==> config.mk <==
export PLATFORM = sky130hd
export DESIGN_NAME = nec_ir_frame_transmitter
export DESIGN_NICKNAME = d
export VERILOG_FILES = /design/src/nectx_pkg.sv /design/src/nectx_seq.sv /design/src/nec_ir_frame_transmitter.sv
export SDC_FILE = /design/constraint.sdc
export NUM_CORES = 1
export LEC_CHECK = 0
export ABC_AREA = 0
export BUFFER_PORTS_ARGS = -buffer_cell sky130_fd_sc_hd__buf_2
export CAP_MARGIN = 10
export CELL_PAD_IN_SITES_DETAIL_PLACEMENT = 1
export CELL_PAD_IN_SITES_GLOBAL_PLACEMENT = 1
export CORE_MARGIN = 3
export CORE_UTILIZATION = 45
export CTS_CLUSTER_DIAMETER = 120
export DETAILED_ROUTE_END_ITERATION = 8
export PLACE_DENSITY = 0.72
export SKIP_CTS_REPAIR_TIMING = 1
export SYNTH_ARGS = -nofsm -noshare
export SYNTH_HDL_FRONTEND = slang
export SYNTH_HIERARCHICAL = 1
export SYNTH_SLANG_ARGS = --single-unit
==> constraint.sdc <==
create_clock -name clk_i -period 5.65 [get_ports clk_i]
set_input_delay 0.565 -clock clk_i [delete_from_list [all_inputs] [get_ports clk_i]]
set_output_delay 0.565 -clock clk_i [all_outputs]
set_load 0.02 [all_outputs]
==> src/nectx_pkg.sv <==
// Shared types, register codes and reset values of the NEC infrared frame transmitter.
package nectx_pkg;

  // Field widths
  localparam int unsigned CarrierW = 8;
  localparam int unsigned LenW     = 14;
  localparam int unsigned CfgIdxW  = 3;
  localparam int unsigned CfgDataW = 14;
  localparam int unsigned ByteW    = 8;
  localparam int unsigned WordW    = 32;

  // Default number of data bits in a frame
  localparam int unsigned FrameBitsDef = 32;

  // Register indexes on the configuration port
  localparam logic [CfgIdxW-1:0] RegCarrierHalf = 3'd0;
  localparam logic [CfgIdxW-1:0] RegHeaderMark  = 3'd1;
  localparam logic [CfgIdxW-1:0] RegHeaderSpace = 3'd2;
  localparam logic [CfgIdxW-1:0] RegBitMark     = 3'd3;
  localparam logic [CfgIdxW-1:0] RegZeroSpace   = 3'd4;
  localparam logic [CfgIdxW-1:0] RegOneSpace    = 3'd5;
  localparam logic [CfgIdxW-1:0] RegStopLen     = 3'd6;

  // Reset values of the registers
  localparam logic [CarrierW-1:0] CarrierHalfRst = 8'd12;
  localparam logic [LenW-1:0]     HeaderMarkRst  = 14'd8295;
  localparam logic [LenW-1:0]     HeaderSpaceRst = 14'd4146;
  localparam logic [LenW-1:0]     BitMarkRst     = 14'd521;
  localparam logic [LenW-1:0]     ZeroSpaceRst   = 14'd521;
  localparam logic [LenW-1:0]     OneSpaceRst    = 14'd1563;
  localparam logic [LenW-1:0]     StopLenRst     = 14'd500;

  // Frame sequencer phases
  typedef enum logic [2:0] {
    PhIdle   = 3'd0,
    PhHMark  = 3'd1,
    PhHSpace = 3'd2,
    PhBMark  = 3'd3,
    PhBSpace = 3'd4,
    PhSMark  = 3'd5,
    PhSSpace = 3'd6
  } phase_e;

  // Timing registers as seen by the sequencer
  typedef struct packed {
    logic [CarrierW-1:0] carrier_half;
    logic [LenW-1:0]     header_mark;
    logic [LenW-1:0]     header_space;
    logic [LenW-1:0]     bit_mark;
    logic [LenW-1:0]     zero_space;
    logic [LenW-1:0]     one_space;
    logic [LenW-1:0]     stop_len;
  } cfg_t;

  // One result item
  typedef struct packed {
    logic ir_level;
    logic busy;
    logic frame_end;
  } res_t;

endpackage

==> src/nectx_seq.sv <==
// Frame sequencer: phase, bit counter, shift register, segment and carrier timers.
module nectx_seq #(
  parameter int unsigned FRAME_BITS = nectx_pkg::FrameBitsDef
) (
  input  logic                          clk_i,
  input  logic                          rst_ni,
  input  logic                          step_i,
  input  logic                          mode_i,
  input  logic [nectx_pkg::ByteW-1:0]   address_i,
  input  logic [nectx_pkg::ByteW-1:0]   payload_i,
  input  nectx_pkg::cfg_t               cfg_i,
  output nectx_pkg::res_t               res_o
);

  localparam int unsigned BitCntW = $clog2(FRAME_BITS + 1);
  localparam int unsigned CarrW   = nectx_pkg::CarrierW;
  localparam int unsigned LenW    = nectx_pkg::LenW;

  nectx_pkg::phase_e       phase_q, phase_d;
  logic [BitCntW-1:0]      bits_q, bits_d;
  logic [FRAME_BITS-1:0]   shift_q, shift_d;
  logic [LenW-1:0]         seg_q, seg_d;
  logic [CarrW-1:0]        carr_q, carr_d;
  logic                    level_q, level_d;
  logic                    mark_q, mark_d;

  logic [nectx_pkg::WordW-1:0] frame_word;
  logic [LenW-1:0]             seg_len;
  logic [LenW-1:0]             seg_inc;
  logic [CarrW:0]              carr_inc;
  logic [BitCntW-1:0]          bits_inc;
  logic                        fend;

  // Frame word, sent LSB first
  assign frame_word = {~payload_i, payload_i, ~address_i, address_i};
  assign seg_inc    = seg_q + LenW'(1);
  assign carr_inc   = {1'b0, carr_q} + (CarrW+1)'(1);
  assign bits_inc   = bits_q + BitCntW'(1);

  // Length of the current segment
  always_comb begin
    case (phase_q)
      nectx_pkg::PhHMark:  seg_len = cfg_i.header_mark;
      nectx_pkg::PhHSpace: seg_len = cfg_i.header_space;
      nectx_pkg::PhBMark:  seg_len = cfg_i.bit_mark;
      nectx_pkg::PhBSpace: seg_len = shift_q[0] ? cfg_i.one_space : cfg_i.zero_space;
      default:             seg_len = cfg_i.stop_len;
    endcase
  end

  // Next state for one item
  always_comb begin
    phase_d = phase_q;
    bits_d  = bits_q;
    shift_d = shift_q;
    seg_d   = seg_q;
    carr_d  = carr_q;
    level_d = level_q;
    mark_d  = mark_q;
    fend    = 1'b0;
    if (step_i) begin
      if (mode_i) begin
        if (phase_q == nectx_pkg::PhIdle) begin
          shift_d = frame_word[FRAME_BITS-1:0];
          bits_d  = '0;
          phase_d = nectx_pkg::PhHMark;
          mark_d  = 1'b1;
          seg_d   = '0;
          carr_d  = '0;
          level_d = 1'b1;
        end
      end else if (phase_q != nectx_pkg::PhIdle) begin
        // carrier toggling inside a mark
        if (mark_q) begin
          if (carr_inc >= {1'b0, cfg_i.carrier_half}) begin
            level_d = ~level_q;
            carr_d  = '0;
          end else begin
            carr_d  = carr_inc[CarrW-1:0];
          end
        end
        seg_d = seg_inc;
        // segment end: move on with line high and timers cleared
        if (seg_inc >= seg_len) begin
          seg_d   = '0;
          carr_d  = '0;
          level_d = 1'b1;
          case (phase_q)
            nectx_pkg::PhHMark: begin
              phase_d = nectx_pkg::PhHSpace;
              mark_d  = 1'b0;
            end
            nectx_pkg::PhHSpace: begin
              phase_d = nectx_pkg::PhBMark;
              mark_d  = 1'b1;
            end
            nectx_pkg::PhBMark: begin
              phase_d = nectx_pkg::PhBSpace;
              mark_d  = 1'b0;
            end
            nectx_pkg::PhBSpace: begin
              shift_d = shift_q >> 1;
              bits_d  = bits_inc;
              mark_d  = 1'b1;
              if (bits_inc >= BitCntW'(FRAME_BITS)) begin
                phase_d = nectx_pkg::PhSMark;
              end else begin
                phase_d = nectx_pkg::PhBMark;
              end
            end
            nectx_pkg::PhSMark: begin
              phase_d = nectx_pkg::PhSSpace;
              mark_d  = 1'b0;
            end
            default: begin
              phase_d = nectx_pkg::PhIdle;
              mark_d  = 1'b0;
              fend    = 1'b1;
            end
          endcase
        end
      end
    end
  end

  // Result of the item just applied
  always_comb begin
    res_o.ir_level  = level_d;
    res_o.busy      = (phase_d != nectx_pkg::PhIdle);
    res_o.frame_end = fend;
  end

  // State registers
  always_ff @(posedge clk_i or negedge rst_ni) begin
    if (!rst_ni) begin
      phase_q <= nectx_pkg::PhIdle;
      bits_q  <= '0;
      shift_q <= '0;
      seg_q   <= '0;
      carr_q  <= '0;
      level_q <= 1'b1;
      mark_q  <= 1'b0;
    end else begin
      phase_q <= phase_d;
      bits_q  <= bits_d;
      shift_q <= shift_d;
      seg_q   <= seg_d;
      carr_q  <= carr_d;
      level_q <= level_d;
      mark_q  <= mark_d;
    end
  end

endmodule

==> src/nec_ir_frame_transmitter.sv <==
// Top level of the NEC infrared frame transmitter: registers, handshake and result register.
//
//   channel  direction  handshake                  payload
//   in       input      in_valid_i / in_ready_o    mode_i, address_i, payload_i
//   out      output     out_valid_o / out_ready_i  ir_level_o, busy_res_o, frame_end_o
//   cfg      input      cfg_we_i (no wait)         cfg_idx_i, cfg_data_i
//
// One item per clock while the out side keeps up: each accepted item updates the sequencer
// state and the result register at the accepting edge, and its result is then on out_valid_o.
// in_ready_o is high while the result register is empty or being emptied, so a stall on
// the out side holds only one item back. Reset clears the state to idle with the line
// high and loads the default timing values.
module nec_ir_frame_transmitter #(
  parameter int unsigned FRAME_BITS = nectx_pkg::FrameBitsDef
) (
  input  logic                              clk_i,
  input  logic                              rst_ni,
  input  logic                              cfg_we_i,
  input  logic [nectx_pkg::CfgIdxW-1:0]     cfg_idx_i,
  input  logic [nectx_pkg::CfgDataW-1:0]    cfg_data_i,
  input  logic                              in_valid_i,
  output logic                              in_ready_o,
  input  logic                              mode_i,
  input  logic [nectx_pkg::ByteW-1:0]       address_i,
  input  logic [nectx_pkg::ByteW-1:0]       payload_i,
  output logic                              out_valid_o,
  input  logic                              out_ready_i,
  output logic                              ir_level_o,
  output logic                              busy_res_o,
  output logic                              frame_end_o
);

  nectx_pkg::cfg_t cfg_q;
  nectx_pkg::res_t res_d, res_q;
  logic            valid_q;
  logic            accept;

  assign in_ready_o = ~valid_q | out_ready_i;
  assign accept     = in_valid_i & in_ready_o;

  // Timing registers
  always_ff @(posedge clk_i or negedge rst_ni) begin
    if (!rst_ni) begin
      cfg_q.carrier_half <= nectx_pkg::CarrierHalfRst;
      cfg_q.header_mark  <= nectx_pkg::HeaderMarkRst;
      cfg_q.header_space <= nectx_pkg::HeaderSpaceRst;
      cfg_q.bit_mark     <= nectx_pkg::BitMarkRst;
      cfg_q.zero_space   <= nectx_pkg::ZeroSpaceRst;
      cfg_q.one_space    <= nectx_pkg::OneSpaceRst;
      cfg_q.stop_len     <= nectx_pkg::StopLenRst;
    end else if (cfg_we_i) begin
      case (cfg_idx_i)
        nectx_pkg::RegCarrierHalf: cfg_q.carrier_half <= cfg_data_i[nectx_pkg::CarrierW-1:0];
        nectx_pkg::RegHeaderMark:  cfg_q.header_mark  <= cfg_data_i;
        nectx_pkg::RegHeaderSpace: cfg_q.header_space <= cfg_data_i;
        nectx_pkg::RegBitMark:     cfg_q.bit_mark     <= cfg_data_i;
        nectx_pkg::RegZeroSpace:   cfg_q.zero_space   <= cfg_data_i;
        nectx_pkg::RegOneSpace:    cfg_q.one_space    <= cfg_data_i;
        nectx_pkg::RegStopLen:     cfg_q.stop_len     <= cfg_data_i;
        default: ;
      endcase
    end
  end

  // Frame sequencer
  nectx_seq #(
    .FRAME_BITS (FRAME_BITS)
  ) u_seq (
    .clk_i     (clk_i),
    .rst_ni    (rst_ni),
    .step_i    (accept),
    .mode_i    (mode_i),
    .address_i (address_i),
    .payload_i (payload_i),
    .cfg_i     (cfg_q),
    .res_o     (res_d)
  );

  // Result register valid flag
  always_ff @(posedge clk_i or negedge rst_ni) begin
    if (!rst_ni) begin
      valid_q <= 1'b0;
    end else if (in_ready_o) begin
      valid_q <= accept;
    end
  end

  // Result payload
  always_ff @(posedge clk_i) begin
    if (accept) begin
      res_q <= res_d;
    end
  end

  assign out_valid_o = valid_q;
  assign ir_level_o  = res_q.ir_level;
  assign busy_res_o  = res_q.busy;
  assign frame_end_o = res_q.frame_end;

endmodule

==> flow_summary.yaml <==
drt:
  num_vias: 5801
  wire_per_inst_microns: 21.5
  wl_microns: 21000
  first_pass_iters: 5
  routed_via_density: 5.93
  ant_nets: 0
  drc: 0
  drt-initial-drc-count: 395
power_and_ir_drop:
  power.total_uw: 4080
  power-per-cell-area_nw_per_um2: 433
  p_leak_uw: 0.00410
  ir_worst_vdd_mv: 0.224
sta:
  period_share: 0.761
  min_period_ns: 4.30
  skew_ns: 0.00981
  setup_tns_ns: 0
  relSlewSlack: 0.273
  rsz0062_at_grt: "false"
  maxSlewViolCount: 0
  finalSetupViolations: 0
  hold_slack_ns: 0.217
  finalHoldViolCount: 0
  worst_slew_pin_slew_ns: 1.09
  fmax_mhz: 233
critical_path:
  cp_num_buf_inv: 2
  cp.arrival_ns: 4.66
  r2r_end: "u_seq/shift_q[7]"
  cp.required_ns: 6.01
  regToRegStartpoint: "u_seq/phase_q[0]"
  crit_path_max_fanout: 34
  crit_chain: "buf_4, mux4_2, mux2i_1, ha_1, nand2_1, nor2_1, a211oi_1, and3_1, or3_1, buf_4, o221a_1"
  critPathTopFamily: "flip-flops"
  crit_path_frequent_cell: "buf_4"
  critPathCaptureType: "register"
  start_kind: "register"
  setup.worst_path.end: "u_seq/shift_q[7]"
  startpoint: "u_seq/phase_q[0]"
  crit_type: "register to register"
  slowest_stage: "dfrtp_1"
  max_stage_delay_ns: 0.89
  r2r_setup_slack_ns: 1.35
  rr_worst_depth: 11
  path_depth: 11
logic_synthesis:
  syn_inst: 709
  synth.top_cells.by_area: "dfrtp_1 37%, mux2_2 11%, dfstp_2 9.5%"
  ys_ff_latch: 161
  synth_cell_types: 62
  avgSynthCellArea_sq_um: 12.0
  synth_top_area_frac: 0.372
  synth_nets: 775
  synth.largest_area_cell: "dfrtp_1"
  yosysWarnings: 6
  ys.flop_type: "dfrtp_1"
  synth_edf_count: 3
  async_reset_ff_frac: 0.981
  syn_area_sq_um: 8530
  synth.top_cells.by_count: "127 x dfrtp_1, 85 x mux2_2, 62 x nand2_1, 31 x dfstp_2, 31 x o21ai_0"
  ys_seq_area_frac: 0.479
  synth_most_common_cell: "dfrtp_1"
cts:
  cts_tree: "built"
  htree_num_levels: 4
  insertion_delay_ns: 0.43
  clkTransAtPathRegs_ns: 0.07
  cts_buffer_depth: 2
  cts-root-buf: "clkbuf_16"
  cts_buffers: 17
  cts.sinks: 161
placed_design:
  dp_cells: 947
  gp_congestion: 0.801
  hpwl_microns: 14300
  io_buffers: 43
global_routing:
  antenna_found_initial: 0
  grt_max_degree: 91
  grt_overflow: 0
  grt_pass1_wl_microns: 34500
  grt_pass1_vias: 6441
  grtUsageTotal: 0.214
final_layout:
  fin_nets: 803
  finalNonFillerCells: 979
  diodes: 0
  syn_to_final_growth_pct: 10.4
  drive_gt1_frac: 0.317
floorplan:
  dieHeight_microns: 144
  die_x_microns: 144
  rows: 49
  start_util: 0.467
  die_area_sq_um: 20600
  io_pins: 44
  core_sq_um: 18300
run_status:
  status: "finished clean"
run:
  max_cap_viol_count: 0
worst_hold_path:
  hold_class: "primary input to async pin"
-- through the flow --
stage	util	setup slack, ns	cell area, sq um
6_report	0.516	1.35	9420
5_1_grt	0.516	1.07	9420
4_1_cts	0.516	1.39	9420
3_5_place_dp	0.484	1.42	8840
3_3_place_gp	0.484	1.52	8840
2_1_floorplan	-	1.88	8530
-- cells in the final DEF, fill, tap and decap left out, drive strengths merged, types with 5 or more instances in the layout --
cell type	instances
a21o	5
a21oi	15
a22o	7
and2	6
and3	5
buf	52
clkbuf	19
dfrtp	127
dfstp	31
ha	27
inv	24
mux2	94
mux2i	28
mux4	13
nand2	62
nand2b	6
nand3	20
nor2	24
nor2b	7
nor3	12
o21ai	32
o221a	31
or3	20
xnor2	8
xor2	9
-- cell type report --
cell class | count | area [sq um]
Inverter | 16 | 60.1
Tap cell | 229 | 287
Fill cell | 1883 | 8850
Sequential cell | 161 | 4080
Clock inverter | 13 | 121
Multi-Input combinational cell | 489 | 4130
Clock buffer | 19 | 453
Timing Repair Buffer | 52 | 289
-- metal layers --
metal / vias to the layer above / GRT usage / routed length [microns]
met5: - / 0 / 0
met4: 0 / 0.0575 / 179
met3: 13 / 0.0386 / 592
met2: 71 / 0.359 / 10700
met1: 3023 / 0.287 / 9550
li1: 2694 / - / -
-- worst reg2reg max path, cell delays in order (launching register included) --
cell,delay (ns)
dfrtp_1,0.89
buf_4,0.32
mux4_2,0.50
mux2i_1,0.32
ha_1,0.32
nand2_1,0.07
nor2_1,0.05
a211oi_1,0.54
and3_1,0.45
or3_1,0.17
buf_4,0.34
o221a_1,0.28
-- where the power goes --
| group | switching [uW] | internal (uW) | total (uW) |
|---|---|---|---|
| Clock | 527 | 606 | 1130 |
| Combinational | 596 | 604 | 1200 |
| Sequential | 256 | 1490 | 1750 |
-- cells by family after synthesis --
group | count (synthesis) | synth area share
flip-flops | 161 | 0.479
adder cells (fa/ha/maj) | 27 | 0.0396
multiplexers | 135 | 0.195
XOR/XNOR | 17 | 0.0175
buffers and inverters | 59 | 0.0394
AO/OA/AOI/OAI | 129 | 0.121
AND/OR/NAND/NOR | 181 | 0.109
-- how the worst min path moves through the flow --
stage | startpoint | endpoint | slack [ns] | cells past startpoint
finish | rst_ni | u_seq/seg_q[9] | 0.22 | 1
global route | rst_ni | u_seq/seg_q[9] | 0.27 | 1
CTS | rst_ni | u_seq/seg_q[13] | 0.24 | 1
detailed placement | cfg_q[47] | cfg_q[47] | 0.49 | 1
global placement | cfg_q[49] | cfg_q[49] | 0.48 | 1
floorplan | rst_ni | cfg_q[0] | 0.27 | 0
-- sequential cells by signal (all words and copies together), names as in the netlist --
signal         count
u_seq/shift_q     32
u_seq/bits_q       6
out_valid_o        1
ir_level_o         1
busy_res_o         1
u_seq/phase_q      3
u_seq/level_q      1
cfg_q             92
u_seq/mark_q       1
u_seq/seg_q       14
u_seq/carr_q       8
frame_end_o        1
Note: power is estimated with default switching activity, not from simulation.
